File: config.mk
export PLATFORM = sky130hd
export DESIGN_NAME = resource_deadlock_detector_core
export DESIGN_NICKNAME = d
export VERILOG_FILES = /design/src/rdd_pkg.sv /design/src/rdd_ctrl.sv /design/src/rdd_datapath.sv /design/src/resource_deadlock_detector_core.sv
export SDC_FILE = /design/constraint.sdc
export NUM_CORES = 1
export LEC_CHECK = 0
export ABC_AREA = 1
export CELL_PAD_IN_SITES_DETAIL_PLACEMENT = 1
export CELL_PAD_IN_SITES_GLOBAL_PLACEMENT = 1
export CORE_MARGIN = 10
export CORE_UTILIZATION = 32
export DETAILED_ROUTE_END_ITERATION = 12
export DONT_BUFFER_PORTS = 1
export PLACE_DENSITY = 0.62
export SLEW_MARGIN = 5
export SYNTH_ARGS = -nofsm -noshare
export SYNTH_HDL_FRONTEND = slang
export SYNTH_SLANG_ARGS = --single-unit
File: constraint.sdc
create_clock -name clk -period 10.4 [get_ports clk]
set_clock_uncertainty 0.2 [all_clocks]
set_input_delay 1.04 -clock clk [delete_from_list [all_inputs] [get_ports clk]]
set_output_delay 1.04 -clock clk [all_outputs]
set_load 0.01 [all_outputs]
File: src/rdd_pkg.sv
// shared types, constants and helper functions for the resource deadlock detector
`default_nettype none
package rdd_pkg;

	localparam int DEF_NUM_PROC = 8;
	localparam int DEF_NUM_RES = 4;
	localparam int NUM_FIELDS = 4;
	localparam int AMT_W = 8;
	localparam int CMD_W = 2;
	localparam int PID_W = 3;
	localparam int MASK_W = 8;
	localparam int CFG_IDX_W = 2;

	localparam logic [CMD_W-1:0] CMD_REQUEST = 2'd0;
	localparam logic [CMD_W-1:0] CMD_RELEASE = 2'd1;
	localparam logic [CMD_W-1:0] CMD_DETECT = 2'd2;
	localparam logic [CMD_W-1:0] CMD_RELOAD = 2'd3;

	typedef struct packed {
		logic [CMD_W-1:0] cmd;
		logic [PID_W-1:0] process_id;
		logic [AMT_W-1:0] amount_r0;
		logic [AMT_W-1:0] amount_r1;
		logic [AMT_W-1:0] amount_r2;
		logic [AMT_W-1:0] amount_r3;
	} item_t;

	typedef struct packed {
		logic granted;
		logic all_reduced;
		logic [MASK_W-1:0] deadlocked_mask;
		logic release_error;
	} result_t;

	typedef struct packed {
		logic latch;
		logic apply;
		logic scan_en;
		logic finish_det;
	} ctl_t;

	typedef struct packed {
		logic det_stop;
	} sts_t;

	function automatic logic [AMT_W-1:0] item_amount(item_t it, int j);
		logic [AMT_W-1:0] a;
		case (j)
			0: a = it.amount_r0;
			1: a = it.amount_r1;
			2: a = it.amount_r2;
			3: a = it.amount_r3;
			default: a = '0;
		endcase
		return a;
	endfunction

	function automatic logic [AMT_W-1:0] sat_add(logic [AMT_W-1:0] a, logic [AMT_W-1:0] b);
		logic [AMT_W:0] s;
		s = {1'b0, a} + {1'b0, b};
		return s[AMT_W] ? {AMT_W{1'b1}} : s[AMT_W-1:0];
	endfunction

endpackage
`default_nettype wire

File: src/rdd_ctrl.sv
// command sequencer for the resource deadlock detector
`default_nettype none
module rdd_ctrl (
	input wire logic clk,
	input wire logic arst_n,
	input wire logic start,
	input wire logic [rdd_pkg::CMD_W-1:0] cmd,
	input wire rdd_pkg::sts_t sts,
	output logic busy,
	output rdd_pkg::ctl_t ctl
);

	localparam logic [1:0] ST_IDLE = 2'd0;
	localparam logic [1:0] ST_FETCH = 2'd1;
	localparam logic [1:0] ST_APPLY = 2'd2;
	localparam logic [1:0] ST_SCAN = 2'd3;

	logic [1:0] state_q;
	logic [1:0] state_d;
	logic accept;

	assign busy = (state_q != ST_IDLE);
	assign accept = start && !busy;

	always_comb begin
		state_d = state_q;
		ctl = '0;
		unique case (state_q)
			ST_IDLE: begin
				ctl.latch = accept;
				if (accept) begin
					priority if (cmd == rdd_pkg::CMD_DETECT) begin
						state_d = ST_SCAN;
					end else if (cmd == rdd_pkg::CMD_RELOAD) begin
						state_d = ST_APPLY;
					end else begin
						state_d = ST_FETCH;
					end
				end
			end
			ST_FETCH: begin
				state_d = ST_APPLY;
			end
			ST_APPLY: begin
				ctl.apply = 1'b1;
				state_d = ST_IDLE;
			end
			ST_SCAN: begin
				if (sts.det_stop) begin
					ctl.finish_det = 1'b1;
					state_d = ST_IDLE;
				end else begin
					ctl.scan_en = 1'b1;
				end
			end
			default: begin
				state_d = ST_IDLE;
			end
		endcase
	end

	always_ff @(posedge clk or negedge arst_n) begin
		if (!arst_n) begin
			state_q <= ST_IDLE;
		end else begin
			state_q <= state_d;
		end
	end

endmodule
`default_nettype wire

File: src/rdd_datapath.sv
// matrices, available vector, reduction scan and result register
`default_nettype none
module rdd_datapath #(
	parameter int NUM_PROC = rdd_pkg::DEF_NUM_PROC,
	parameter int NUM_RES = rdd_pkg::DEF_NUM_RES
) (
	input wire logic clk,
	input wire logic arst_n,
	input wire rdd_pkg::item_t item,
	input wire rdd_pkg::ctl_t ctl,
	output rdd_pkg::sts_t sts,
	input wire logic cfg_we,
	input wire logic [rdd_pkg::CFG_IDX_W-1:0] cfg_index,
	input wire logic [rdd_pkg::AMT_W-1:0] cfg_data,
	output rdd_pkg::result_t result,
	output logic done
);

	localparam int AW = (NUM_PROC > 1) ? $clog2(NUM_PROC) : 1;
	localparam int QW = $clog2(NUM_PROC + 1);
	localparam int W = rdd_pkg::AMT_W;

	typedef logic [NUM_RES-1:0][W-1:0] row_t;

	logic [rdd_pkg::NUM_FIELDS-1:0][W-1:0] cap_q;
	row_t avail_q;
	rdd_pkg::item_t item_q;
	row_t alloc_mem [NUM_PROC];
	row_t pend_mem [NUM_PROC];
	logic [NUM_PROC-1:0] row_vld_q;
	row_t alloc_s1;
	row_t pend_s1;
	logic rvld_s1;
	row_t work_q;
	logic [NUM_PROC-1:0] pdone_q;
	logic [QW-1:0] quiet_q;
	logic [AW-1:0] rd_idx_q;
	logic [AW-1:0] ev_idx_s1;
	logic ev_vld_s1;
	rdd_pkg::result_t result_q;
	logic done_q;

	logic [AW+rdd_pkg::PID_W-1:0] pid_ext;
	logic [AW-1:0] pid_addr;
	logic pid_ok;
	logic [AW-1:0] rd_addr;
	row_t alloc_eff;
	row_t pend_eff;
	row_t amt;
	row_t cap_row;
	logic fits;
	logic rel_err;
	row_t req_alloc;
	row_t req_pend;
	row_t req_avail;
	row_t rel_alloc;
	row_t rel_avail;
	row_t work_add;
	logic pend_fits;
	logic ev_step;
	logic ev_ok;
	logic mem_we;
	logic is_req;
	logic is_rel;
	logic [rdd_pkg::MASK_W-1:0] mask;

	assign pid_ext = {{AW{1'b0}}, item_q.process_id};
	assign pid_addr = pid_ext[AW-1:0];
	assign pid_ok = (pid_ext < (AW + rdd_pkg::PID_W)'(NUM_PROC));
	assign rd_addr = ctl.scan_en ? rd_idx_q : pid_addr;
	assign alloc_eff = rvld_s1 ? alloc_s1 : '0;
	assign pend_eff = rvld_s1 ? pend_s1 : '0;
	assign is_req = (item_q.cmd == rdd_pkg::CMD_REQUEST);
	assign is_rel = (item_q.cmd == rdd_pkg::CMD_RELEASE);

	always_comb begin
		fits = 1'b1;
		rel_err = 1'b0;
		pend_fits = 1'b1;
		for (int j = 0; j < NUM_RES; j++) begin
			amt[j] = rdd_pkg::item_amount(item_q, j);
			cap_row[j] = (j < rdd_pkg::NUM_FIELDS) ? cap_q[j] : '0;
			if (amt[j] > avail_q[j]) begin
				fits = 1'b0;
			end
			req_alloc[j] = rdd_pkg::sat_add(alloc_eff[j], amt[j]);
			req_pend[j] = rdd_pkg::sat_add(pend_eff[j], amt[j]);
			req_avail[j] = avail_q[j] - amt[j];
			if (amt[j] > alloc_eff[j]) begin
				rel_err = 1'b1;
				rel_alloc[j] = '0;
				rel_avail[j] = rdd_pkg::sat_add(avail_q[j], alloc_eff[j]);
			end else begin
				rel_alloc[j] = alloc_eff[j] - amt[j];
				rel_avail[j] = rdd_pkg::sat_add(avail_q[j], amt[j]);
			end
			work_add[j] = rdd_pkg::sat_add(work_q[j], alloc_eff[j]);
			if (pend_eff[j] > work_q[j]) begin
				pend_fits = 1'b0;
			end
		end
	end

	assign ev_step = ev_vld_s1 && ctl.scan_en;
	assign ev_ok = ev_step && !pdone_q[ev_idx_s1] && pend_fits;
	assign mem_we = ctl.apply && pid_ok && (is_req || is_rel);
	assign sts.det_stop = (quiet_q == QW'(NUM_PROC));

	always_comb begin
		mask = '0;
		for (int i = 0; i < rdd_pkg::MASK_W; i++) begin
			if (i < NUM_PROC) begin
				mask[i] = !pdone_q[i];
			end
		end
	end

	always_ff @(posedge clk) begin
		if (mem_we) begin
			alloc_mem[pid_addr] <= (is_req && fits) ? req_alloc : (is_rel ? rel_alloc : alloc_eff);
			pend_mem[pid_addr] <= (is_req && !fits) ? req_pend : pend_eff;
		end
		alloc_s1 <= alloc_mem[rd_addr];
		pend_s1 <= pend_mem[rd_addr];
	end

	always_ff @(posedge clk) begin
		if (ctl.latch) begin
			item_q <= item;
			work_q <= avail_q;
		end else if (ev_ok) begin
			work_q <= work_add;
		end
		ev_idx_s1 <= rd_idx_q;
	end

	always_ff @(posedge clk or negedge arst_n) begin
		if (!arst_n) begin
			cap_q <= '0;
			avail_q <= '0;
			row_vld_q <= '0;
			rvld_s1 <= 1'b0;
			pdone_q <= '0;
			quiet_q <= '0;
			rd_idx_q <= '0;
			ev_vld_s1 <= 1'b0;
			result_q <= '0;
			done_q <= 1'b0;
		end else begin
			if (cfg_we) begin
				cap_q[cfg_index] <= cfg_data;
			end
			rvld_s1 <= row_vld_q[rd_addr];
			ev_vld_s1 <= ctl.scan_en;
			done_q <= ctl.apply || ctl.finish_det;
			if (ctl.latch) begin
				pdone_q <= '0;
				quiet_q <= '0;
				rd_idx_q <= '0;
			end else if (ctl.scan_en) begin
				rd_idx_q <= (rd_idx_q == AW'(NUM_PROC - 1)) ? '0 : rd_idx_q + 1'b1;
				if (ev_ok) begin
					pdone_q[ev_idx_s1] <= 1'b1;
					quiet_q <= '0;
				end else if (ev_step) begin
					quiet_q <= quiet_q + 1'b1;
				end
			end
			if (mem_we) begin
				row_vld_q[pid_addr] <= 1'b1;
			end
			if (ctl.apply) begin
				result_q.granted <= is_req && pid_ok && fits;
				result_q.all_reduced <= 1'b0;
				result_q.deadlocked_mask <= '0;
				result_q.release_error <= is_rel && pid_ok && rel_err;
				unique case (item_q.cmd)
					rdd_pkg::CMD_REQUEST: begin
						if (pid_ok && fits) begin
							avail_q <= req_avail;
						end
					end
					rdd_pkg::CMD_RELEASE: begin
						if (pid_ok) begin
							avail_q <= rel_avail;
						end
					end
					rdd_pkg::CMD_RELOAD: begin
						avail_q <= cap_row;
						row_vld_q <= '0;
					end
					default: begin
					end
				endcase
			end else if (ctl.finish_det) begin
				result_q.granted <= 1'b0;
				result_q.release_error <= 1'b0;
				result_q.all_reduced <= &pdone_q;
				result_q.deadlocked_mask <= mask;
			end
		end
	end

	assign result = result_q;
	assign done = done_q;

endmodule
`default_nettype wire

File: src/resource_deadlock_detector_core.sv
// top level of the resource deadlock detector
`default_nettype none
// Command port: an item transfers on a rising edge with start high and busy low.
// item.cmd selects request, release, detect or reload; busy stays high until the
// command completes. Each command returns one result, shown on result for exactly
// one cycle with done high; the receiver cannot stall, so a result is never held.
// Sequence from the transfer edge to the done cycle:
//   request, release: row fetch from the matrix memories, then update
//   reload: update only, with no row fetch
//   detect: set by the reduction scan, which evaluates one matrix row per cycle,
//     cycling over the rows until NUM_PROC evaluations in a row make no
//     progress.
// A new item is accepted in the cycle its predecessor's result is shown.
// Configuration: cfg_valid/cfg_ready write channel, ready always high; index i
// writes capacity of resource type i, picked up by available at the next reload.
// Reset clears capacities and available and invalidates both matrices (rows read as zero until
// written again, as after a reload).
module resource_deadlock_detector_core #(
	parameter int NUM_PROC = rdd_pkg::DEF_NUM_PROC,
	parameter int NUM_RES = rdd_pkg::DEF_NUM_RES
) (
	input wire logic clk,
	input wire logic arst_n,
	input wire logic start,
	output logic busy,
	input wire rdd_pkg::item_t item,
	output logic done,
	output rdd_pkg::result_t result,
	input wire logic cfg_valid,
	output logic cfg_ready,
	input wire logic [rdd_pkg::CFG_IDX_W-1:0] cfg_index,
	input wire logic [rdd_pkg::AMT_W-1:0] cfg_data
);

	rdd_pkg::ctl_t ctl;
	rdd_pkg::sts_t sts;

	assign cfg_ready = 1'b1;

	rdd_ctrl u_ctrl (
		.clk(clk),
		.arst_n(arst_n),
		.start(start),
		.cmd(item.cmd),
		.sts(sts),
		.busy(busy),
		.ctl(ctl)
	);

	rdd_datapath #(
		.NUM_PROC(NUM_PROC),
		.NUM_RES(NUM_RES)
	) u_datapath (
		.clk(clk),
		.arst_n(arst_n),
		.item(item),
		.ctl(ctl),
		.sts(sts),
		.cfg_we(cfg_valid && cfg_ready),
		.cfg_index(cfg_index),
		.cfg_data(cfg_data),
		.result(result),
		.done(done)
	);

	a_done_after_busy: assert property (@(posedge clk) disable iff (!arst_n)
		done |-> $past(busy))
		else $error("result strobe without a command in progress");

	a_req_latency: assert property (@(posedge clk) disable iff (!arst_n)
		(start && !busy && (item.cmd == rdd_pkg::CMD_REQUEST ||
		item.cmd == rdd_pkg::CMD_RELEASE)) |-> ##3 done)
		else $error("request or release did not complete in three cycles");

	a_busy_from_transfer: assert property (@(posedge clk) disable iff (!arst_n)
		$rose(busy) |-> $past(start))
		else $error("busy rose without a command transfer");

	a_one_result_field: assert property (@(posedge clk) disable iff (!arst_n)
		(done && result.granted) |-> (!result.release_error && !result.all_reduced))
		else $error("grant reported together with another command's field");

endmodule
`default_nettype wire
==> Flow_metrics.wiki, run 1 <==
{| class="wikitable"
! Metric !! Value
|-
| Pleak || 19.2 nW
|-
| CP Max Fanout || 64
|-
| Required time at the worst-slack endpoint || around 10 ns
|-
| Vias || slightly above 30000
|-
| Failing checks || hold timing
|-
| Routed wire per std cell || 20.0 um
|-
| Timing-limited maximum frequency || 0.219 GHz
|-
| Cell with the biggest individual delay on the critical path || nand2_2
|-
| Arrival time at the worst endpoint || 4.65 ns
|-
| Die width || between 300 and 400 um
|-
| Startpoint kind of the worst setup timing path || flop
|-
| Port bufs || 0
|-
| Remaining Overflow, GRT || 0
|-
| CP Class || flop to flop
|-
| Top cell type by total area after synthesis || edfxtp_1
|-
| Worst-Skew Late Latency || ~0.7 ns
|-
| Worst min path class || input port to asynchronous set/reset pin
|-
| Count of flip-flops with a built-in enable after synthesis || 581
|-
| Area growth, synth to finish || 11.0%
|-
| Post-Synthesis Mean Instance Area || 9.07 um2
|-
| Worst slack on hold paths || -0.00448 ns
|-
| Part of the Yosys area used for sequential elements || 52.6%
|-
| Post-layout instance count excluding filler cells || roughly 6100
|-
| Status || complete, but fails checks
|-
| Power density over cell area || between 200 and 300 nW/um2
|-
| Most used cell along the critical path || nand2_1
|-
| Count of clock tree sinks || ~750
|-
| Yosys Warn Count || 0
|-
| Post-route antenna net violation count || 0
|-
| CTS buffer count || 83
|-
| Largest net degree at the start of global routing || between 150 and 200
|-
| Setup-violating endpoint count in the final report || 0
|-
| Worst Setup Slack post-DPL || about 5.7 ns
|-
| Clock tree from TritonCTS || yes
|-
| Length of the first detailed-routing pass in iterations || 5
|-
| Max-capacitance violation count || 0
|-
| Aggregate global-route resource usage || between 10% and 20%
|-
| Count of unique library cells instantiated by Yosys || between 50 and 60
|-
| Number of standard cells after synthesis || roughly 4500
|-
| Area of the mapped netlist || between 40000 and 50000 um2
|-
| Final total power || roughly 13 mW
|-
| Critical Path Sink Type || flop
|-
| Max clock buf depth || 3
|-
| Via-to-Cell Ratio || approximately 5
|-
| Crit path buf inv count || 2
|-
| Final number of hold-violating endpoints || 1
|-
| Top-level I/O count || 65
|-
| Flop and latch count out of synthesis || around 750
|-
| Min cycle time layout || 4.56 ns
|-
| Delay contributed by the slowest stage of the critical path || between 0.9 and 1 ns
|-
| Async set or reset register ratio after synthesis || a little over an eighth
|-
| Main synth FF type || edfxtp_1
|-
| Largest delay contributor family on the critical path || simple AND/OR/NAND/NOR gates
|-
| # resized after CTS || 0
|-
| Max-slew violation count || 0
|-
| Post-detailed-placement cell area || about 42000 um2
|-
| Setup repair after global routing missed its margin || no
|-
| Actual slew at the worst max-slew pin || ~1.0 ns
|-
| Post-route cell area || between 40000 and 50000 um2
|-
| Initial core utilization || roughly 32%
|-
| Ordered cell list for the critical path || buf_4, nand2_1, inv_1, ha_1, nand3_1, nand2_1, o21bai_1, nand2_1, nand2_1, nand2_1, nand3_1, nand2_2
|-
| Storage cell area || between 20000 and 25000 um2
|-
| H-Tree Level Count || 3
|-
| Total Negative Setup Slacks || 0 ns
|-
| Vias in the first global route || between 30000 and 40000
|-
| Fill count || about 15000
|-
| Overall die area || roughly 140000 um2
|-
| Proportion of layout cells with a drive suffix above 1 || roughly 4.7%
|-
| Worst path setup slack after routing || just under 6 ns
|-
| Area share of the largest cell type after synthesis || 42.9%
|-
| Worst IR drop on VDD || approximately 0.16 mV
|-
| Area contributors post-synth || edfxtp_1 (43%), nand2_1 (8.2%), ha_1 (7.8%)
|-
| DP Cell Count || between 5000 and 6000
|-
| Area of the placeable core || 126000 um2
|-
| Number of nets in the synthesized netlist || 4812
|-
| Combined area of the multi-input logic cells || between 15000 and 20000 um2
|-
| Global placement routability congestion || roughly 0.85
|-
| Total setup buffers inserted after CTS || 0
|-
| Clock Tree Root || clkbuf_16
|-
| Wire length after detailed routing || roughly 120000 um
|-
| Worst slew margin relative to its limit || 29.9%
|-
| First-pass GRT wire length || around 190000 um
|-
| Overall die height || about 380 um
|-
| Antenna violations before repair || 6
|-
| Post-detailed-route DRC marker count || 0
|-
| Clock transition time at the flip-flop clock pins of the worst setup and hold paths || ~0.060 ns
|-
| Initial DRC count || a little over 2000
|-
| Crit share post-route || between 40% and 50%
|-
| Post-layout net count || ~4700
|-
| # rows || 130
|-
| HPWL after detailed placement || 82400 um
|-
| Final standard cell utilization of the core || between 30 and 40%
|}
==> synthesized netlist by cell type (all sizes together) (10+ instances only) <==
master and instances:
dfxtp 67, fa 26, ha 254, nand3b 10, nand4 29, o21bai 19, xnor2 16, buf 110
nor2 567, inv 461, nor3 15, o21ai 641, xor2 90, a21oi 205, o22ai 13, clkbuf 76
a31oi 28, nand3 221, nand2 885, edfxtp 581, dfrtp 103
==> area by class of cell <==
type / count / share of cell area (%)
Inverter: 461 / 3.85
Sequential cell: 751 / 47.4
Clock buffer: 106 / 5.11
Timing Repair Buffer: 31 / 0.588
Antenna cell: 2 / 0.0111
Multi-Input combinational cell: 3083 / 37.2
Clock inverter: 49 / 1.25
Tap cell: 1650 / 4.58
==> final timing paths <==
kind / startpoint / end / depth (start not counted) / slack (ns)
worst min register to register: u_datapath.rd_idx_q[2]$_DFFE_PN0P_ / u_datapath.ev_idx_s1[2]$_DFF_P_ / 0 / 0.25
worst max-delay path: u_datapath.rvld_s1$_DFF_PN0_ / u_datapath.work_q[8]$_DFFE_PP_ / 12 / 5.84
min in group clk: item[28] / u_datapath.amt[4]$_DFFE_PP_ / 0 / 0.24
worst min-delay path: arst_n / u_datapath.row_vld_q[4]$_DFF_PN0_ / 1 / -0.004
max in group asynchronous: arst_n / u_datapath.avail_q[17]$_DFFE_PN0P_ / 1 / 9.32
worst max register to register: u_datapath.rvld_s1$_DFF_PN0_ / u_datapath.work_q[8]$_DFFE_PP_ / 12 / 5.84
==> layout by cell type (no fill, tap or decap), types with 10 or more instances in the layout <==
| cell type | netlist | layout |
|---|---|---|
| ha_1 | 254 | 254 |
| buf_4 | 8 | 29 |
| o21ai_0 | 270 | 270 |
| nand3b_1 | 10 | 10 |
| inv_1 | 449 | 448 |
| dfrtp_1 | 103 | 102 |
| xnor2_1 | 16 | 16 |
| nor2_1 | 561 | 552 |
| dfxtp_1 | 67 | 67 |
| nor2_4 | 2 | 12 |
| clkbuf_16 | 0 | 85 |
| clkinv_2 | 0 | 22 |
| clkbuf_8 | 0 | 10 |
| edfxtp_1 | 581 | 581 |
| o21bai_1 | 19 | 19 |
| xor2_1 | 90 | 90 |
| nand4_1 | 29 | 29 |
| nand3_1 | 221 | 221 |
| o22ai_1 | 13 | 13 |
| nor3_1 | 15 | 15 |
| a31oi_1 | 28 | 28 |
| fa_1 | 26 | 26 |
| clkbuf_1 | 75 | 11 |
| a21oi_1 | 205 | 205 |
| inv_2 | 12 | 12 |
| nand2_1 | 883 | 881 |
| o21ai_1 | 369 | 368 |
==> worst register-to-register path, cell delays in order, from the launching register on <==
cell and delay [ns]:
dfrtp_2 0.34, buf_4 0.68, nand2_1 0.37, inv_1 0.18, ha_1 0.26, nand3_1 0.11
nand2_1 0.05, o21bai_1 0.15, nand2_1 0.06, nand2_1 0.05, nand2_1 0.18, nand3_1 0.54
nand2_2 0.98
==> power breakdown <==
| group | internal, mW | switching [mW] | leakage [nW] |
|---|---|---|---|
| logic | 1.67 | 3.74 | 10.6 |
| registers | 3.99 | 0.420 | 7.24 |
| clock network | 1.81 | 1.29 | 1.41 |
==> layer usage <==
| metal | GRT usage (%) | share of wire (%) |
|---|---|---|
| met5 | 0 | 0.016 |
| met4 | 4.20 | 2.0 |
| met1 | 24.9 | 50 |
| met2 | 26.6 | 44 |
| met3 | 2.15 | 3.7 |
==> cells by family (layout without fill, tap and decap cells) <==
logic type                 after synthesis  count (layout)  share of synthesized area [%]
AOI/OAI and AO/OA                      960             960                           12.5
xor gates and xnor gates               106             106                           2.28
adders and majority gates              280             280                           9.10
buffers and inverters                  647             647                           6.33
DFF                                    751             751                           52.6
other                                    1               3                        0.00923
and+or+nand+nor                       1736            1736                           17.2
==> state kept, by name (all words and copies together) (netlist names) <==
signal                flops
u_datapath.alloc_mem    256
u_datapath.pend_mem     256
u_datapath.alloc_s1      32
u_datapath.amt           32
u_datapath.avail_q       32
u_datapath.cap_q         32
u_datapath.pend_s1       32
u_datapath.work_q        32
u_datapath.result        11
u_datapath.pdone_q        8
u_datapath.row_vld_q      8
u_datapath.quiet_q        4
u_datapath.ev_idx_s1      3
u_datapath.pid_addr       3
u_datapath.rd_idx_q       3
u_ctrl.state_q            2
u_datapath.item_q         2
u_datapath.done           1
u_datapath.ev_vld_s1      1
u_datapath.rvld_s1        1
==> timing repair <==
action | CTS | global route
hold endpoints to repair | 103 | 0
setup endpoints to repair | 0 | 0
hold buffers | 1 | 0
Power figures use the tool's default switching activity.
==> run 2, diff against run 1 <==
PLACE_DENSITY = 0.64   (was 0.62)
clock period = 3.68 ns   (was 10.4 ns; I/O delays follow)
==> Flow_metrics.wiki, run 2 (same netlist as run 1, synthesis figures left out) <==
{| class="wikitable"
! Metric !! Value
|-
| Status || completed
|-
| Post-layout instance count excluding filler cells || 6330 (+3.2%)
|-
| Fraction of power consumed by the clock network || 22.7% (-1.3 points)
|-
| Most frequent standard cell in the layout excluding fill and tap cells || nand2_1
|-
| Largest net degree at the start of global routing || 111 (-37%)
|-
| Total setup buffers inserted after CTS || 0 (unchanged)
|-
| Area growth, synth to finish || 15.9%
|-
| Cell with the biggest individual delay on the critical path || o21ai_1
|-
| Switching share of total power || 42.0% (-0.18 points)
|-
| Max clock buf depth || 3 (unchanged)
|-
| Total Negative Setup Slacks || 0 ns (unchanged)
|-
| HPWL after detailed placement || 88000 um (+6.7%)
|-
| Via-to-Cell Ratio || 5.03 (+0.48%)
|-
| Overall die area || 142000 um2 (unchanged)
|-
| Die width || 376 um (unchanged)
|-
| H-Tree Level Count || 3 (unchanged)
|-
| Required time at the worst-slack endpoint || 3.83 ns (-6.66 ns)
|-
| Post-detailed-route DRC marker count || 0 (unchanged)
|-
| Aggregate global-route resource usage || 17.5% (+0.43 points)
|-
| P_int || 21.7 mW (+190%)
|-
| Startpoint kind of the worst setup timing path || flop
|-
| Clock Tree Root || clkbuf_16
|-
| DR WL met2 || 57900 um (+6.8%)
|-
| Most used cell along the critical path || nand2_1
|-
| Setup repair after global routing missed its margin || no
|-
| Max-slew violation count || 0 (unchanged)
|-
| Arrival time at the worst endpoint || 3.61 ns (-1.04 ns)
|-
| # rows || 130 (unchanged)
|-
| Timing-limited maximum frequency || 0.289 GHz (+32%)
|-
| Combinational share of power || 45.0% (+3.1 points)
|-
| Seq pwr share || 32.3% (-1.8 points)
|-
| Worst IR drop on VDD || 0.405 mV (+160%)
|-
| Proportion of layout cells with a drive suffix above 1 || 7.54% (+2.9 points)
|-
| Global placement routability congestion || 0.878 (+2.8%)
|-
| Clock tree from TritonCTS || yes
|-
| Actual slew at the worst max-slew pin || 1.02 ns (-0.0294 ns)
|-
| Min cycle time layout || 3.46 ns (-1.10 ns)
|-
| CP Max Fanout || 32 (-50%)
|-
| Clock transition time at the flip-flop clock pins of the worst setup and hold paths || 0.06 ns (about the same)
|-
| Met3 Wirelength || 5050 um (+12%)
|-
| Count of clock tree sinks || 751 (unchanged)
|-
| Area of the placeable core || 126000 um2 (unchanged)
|-
| Wire length after detailed routing || 127000 um (+3.5%)
|-
| Vias in the first global route || 33058 (+6.1%)
|-
| CP Class || flop to flop
|-
| Most frequent cells in the layout || nand2_1 (881), edfxtp_1 (581), nor2_1 (552)
|-
| Setup-violating endpoint count in the final report || 0 (unchanged)
|-
| CTS buffer count || 83 (unchanged)
|-
| Initial DRC count || 1898 (-6.4%)
|-
| Worst min path class || input port to flop
|-
| Port bufs || 0 (unchanged)
|-
| Vias || 31848 (+3.7%)
|-
| Antenna violations before repair || 2 (-4)
|-
| Uppermost layer routed || met4
|-
| Post-route antenna net violation count || 0 (unchanged)
|-
| Crit path buf inv count || 1 (-1)
|-
| Ordered cell list for the critical path || buf_12, nand2_1, ha_1, fa_1, nand3b_1, nand2_1, nand2_1, nand3_1, nand2_1, nor2_1, a21oi_1, o21ai_1
|-
| Reg2reg setup slack || 0.22 ns (-5.62 ns)
|-
| Crit share post-route || 94.0% (+50 points)
|-
| Critical Path Sink Type || flop
|-
| Length of the first detailed-routing pass in iterations || 5 (unchanged)
|-
| Overall die height || 376 um (unchanged)
|-
| Delay contributed by the slowest stage of the critical path || 0.59 ns (-0.39 ns)
|-
| Max-capacitance violation count || 0 (unchanged)
|-
| Power density over cell area || 794 nW/um2 (+180%)
|-
| Initial core utilization || 32.3% (unchanged)
|-
| Largest registers || u_datapath.alloc_mem (256), u_datapath.pend_mem (256)
|-
| Worst-Skew Late Latency || 0.68 ns (-0.02 ns)
|-
| Net switching component of the power || 15.7 mW (+190%)
|-
| Final number of hold-violating endpoints || 0 (-1)
|-
| DP Cell Count || 6120 (+2.4%)
|-
| Pleak || 20.2 nW (+5.2%)
|-
| Post-layout net count || 4941 (+4.2%)
|-
| Routed wire per std cell || 20.0 um (+0.31%)
|-
| Largest delay contributor family on the critical path || simple AND/OR/NAND/NOR gates
|-
| Worst slew margin relative to its limit || 31.9% (+2.1 points)
|-
| Top-level I/O count || 65 (unchanged)
|-
| Remaining Overflow, GRT || 0 (unchanged)
|-
| First-pass GRT wire length || 195000 um (+2.7%)
|-
| Routed length on met1 || 60900 um (-0.73%)
|}
[run 2: cell count changes in the layout (fill, tap and decap cells not counted), moves of 4 or more]
| cell | delta |
|---|---|
| buf_4 | +107 |
| dlygate4sd3_1 | +53 |
| buf_12 | +38 |
| clkinv_2 | -9 |
| clkbuf_1 | +6 |
| clkinvlp_4 | +4 |
| inv_6 | +4 |
[run 2: cell type report]
class	count	area (um2)
flip-flops and latches	751	21400
inverters	461	1740
clock buffers	109	2280
clock inverters	45	485
multi-input cells	3084	16800
well taps	1650	2060
diodes	1	2.50
fillers	14568	78800
repair buffers	229	2360
[run 2: timing repair]
| action | 4_1_cts | 5_1_grt |
|---|---|---|
| setup endpoints to repair | 0 | 107 |
| endpoints found under the hold margin | 174 | 0 |
| hold buffers | 54 | 0 |
| resized for setup | 0 | 4 |
[run 2: path summary, 6_finish.rpt]
path | startpoint | endpoint | cells after the start
max | u_datapath.rvld_s1$_DFF_PN0_ | u_datapath.alloc_mem[1][22]$_DFFE_PP_ | 12
min | start | u_datapath.pid_addr[2]$_DFFE_PP_ | 2
max reg2reg | u_datapath.rvld_s1$_DFF_PN0_ | u_datapath.alloc_mem[1][22]$_DFFE_PP_ | 12
min reg2reg | u_datapath.cap_q[21]$_DFFE_PN0P_ | u_datapath.cap_q[21]$_DFFE_PN0P_ | 2
max in group asynchronous | arst_n | u_datapath.cap_q[18]$_DFFE_PN0P_ | 2
min in group asynchronous | arst_n | u_datapath.result[0]$_DFFE_PN0P_ | 2
[run 2: power groups by stage]
stage | Combinational, mW | Clock (mW) | Sequential [mW]
5_1_grt | 19.1 | 9.01 | 12.2
4_1_cts | 16.9 | 8.69 | 12.1
3_5_place_dp | 16.6 | 0 | 12.2
6_report | 16.9 | 8.49 | 12.1
3_3_place_gp | 16.3 | 0 | 12.2
2_1_floorplan | 11.1 | 0 | 12.0
[run 2: layer usage]
metal  vias up  GRT usage [%]
met5         -              0
met4         0           4.99
met3       159           2.35
met2       524           28.4
met1     15785           24.3
li1      15380              -
[run 2: stage by stage]
stage               setup WS [ns]  util (%)  hold WS [ns]  instance area (um2)  power [mW]
floorplan                  -0.706         -        -0.128                40600        23.1
global placement            0.206      34.8        -0.117                43800        28.5
detailed placement          0.172      34.8        -0.117                43800        28.8
CTS                         0.125      37.4       0.00121                47100        37.6
global route               0.0220      37.4        0.0376                47100        40.3
finish                      0.219      37.4        0.0482                47100        37.4
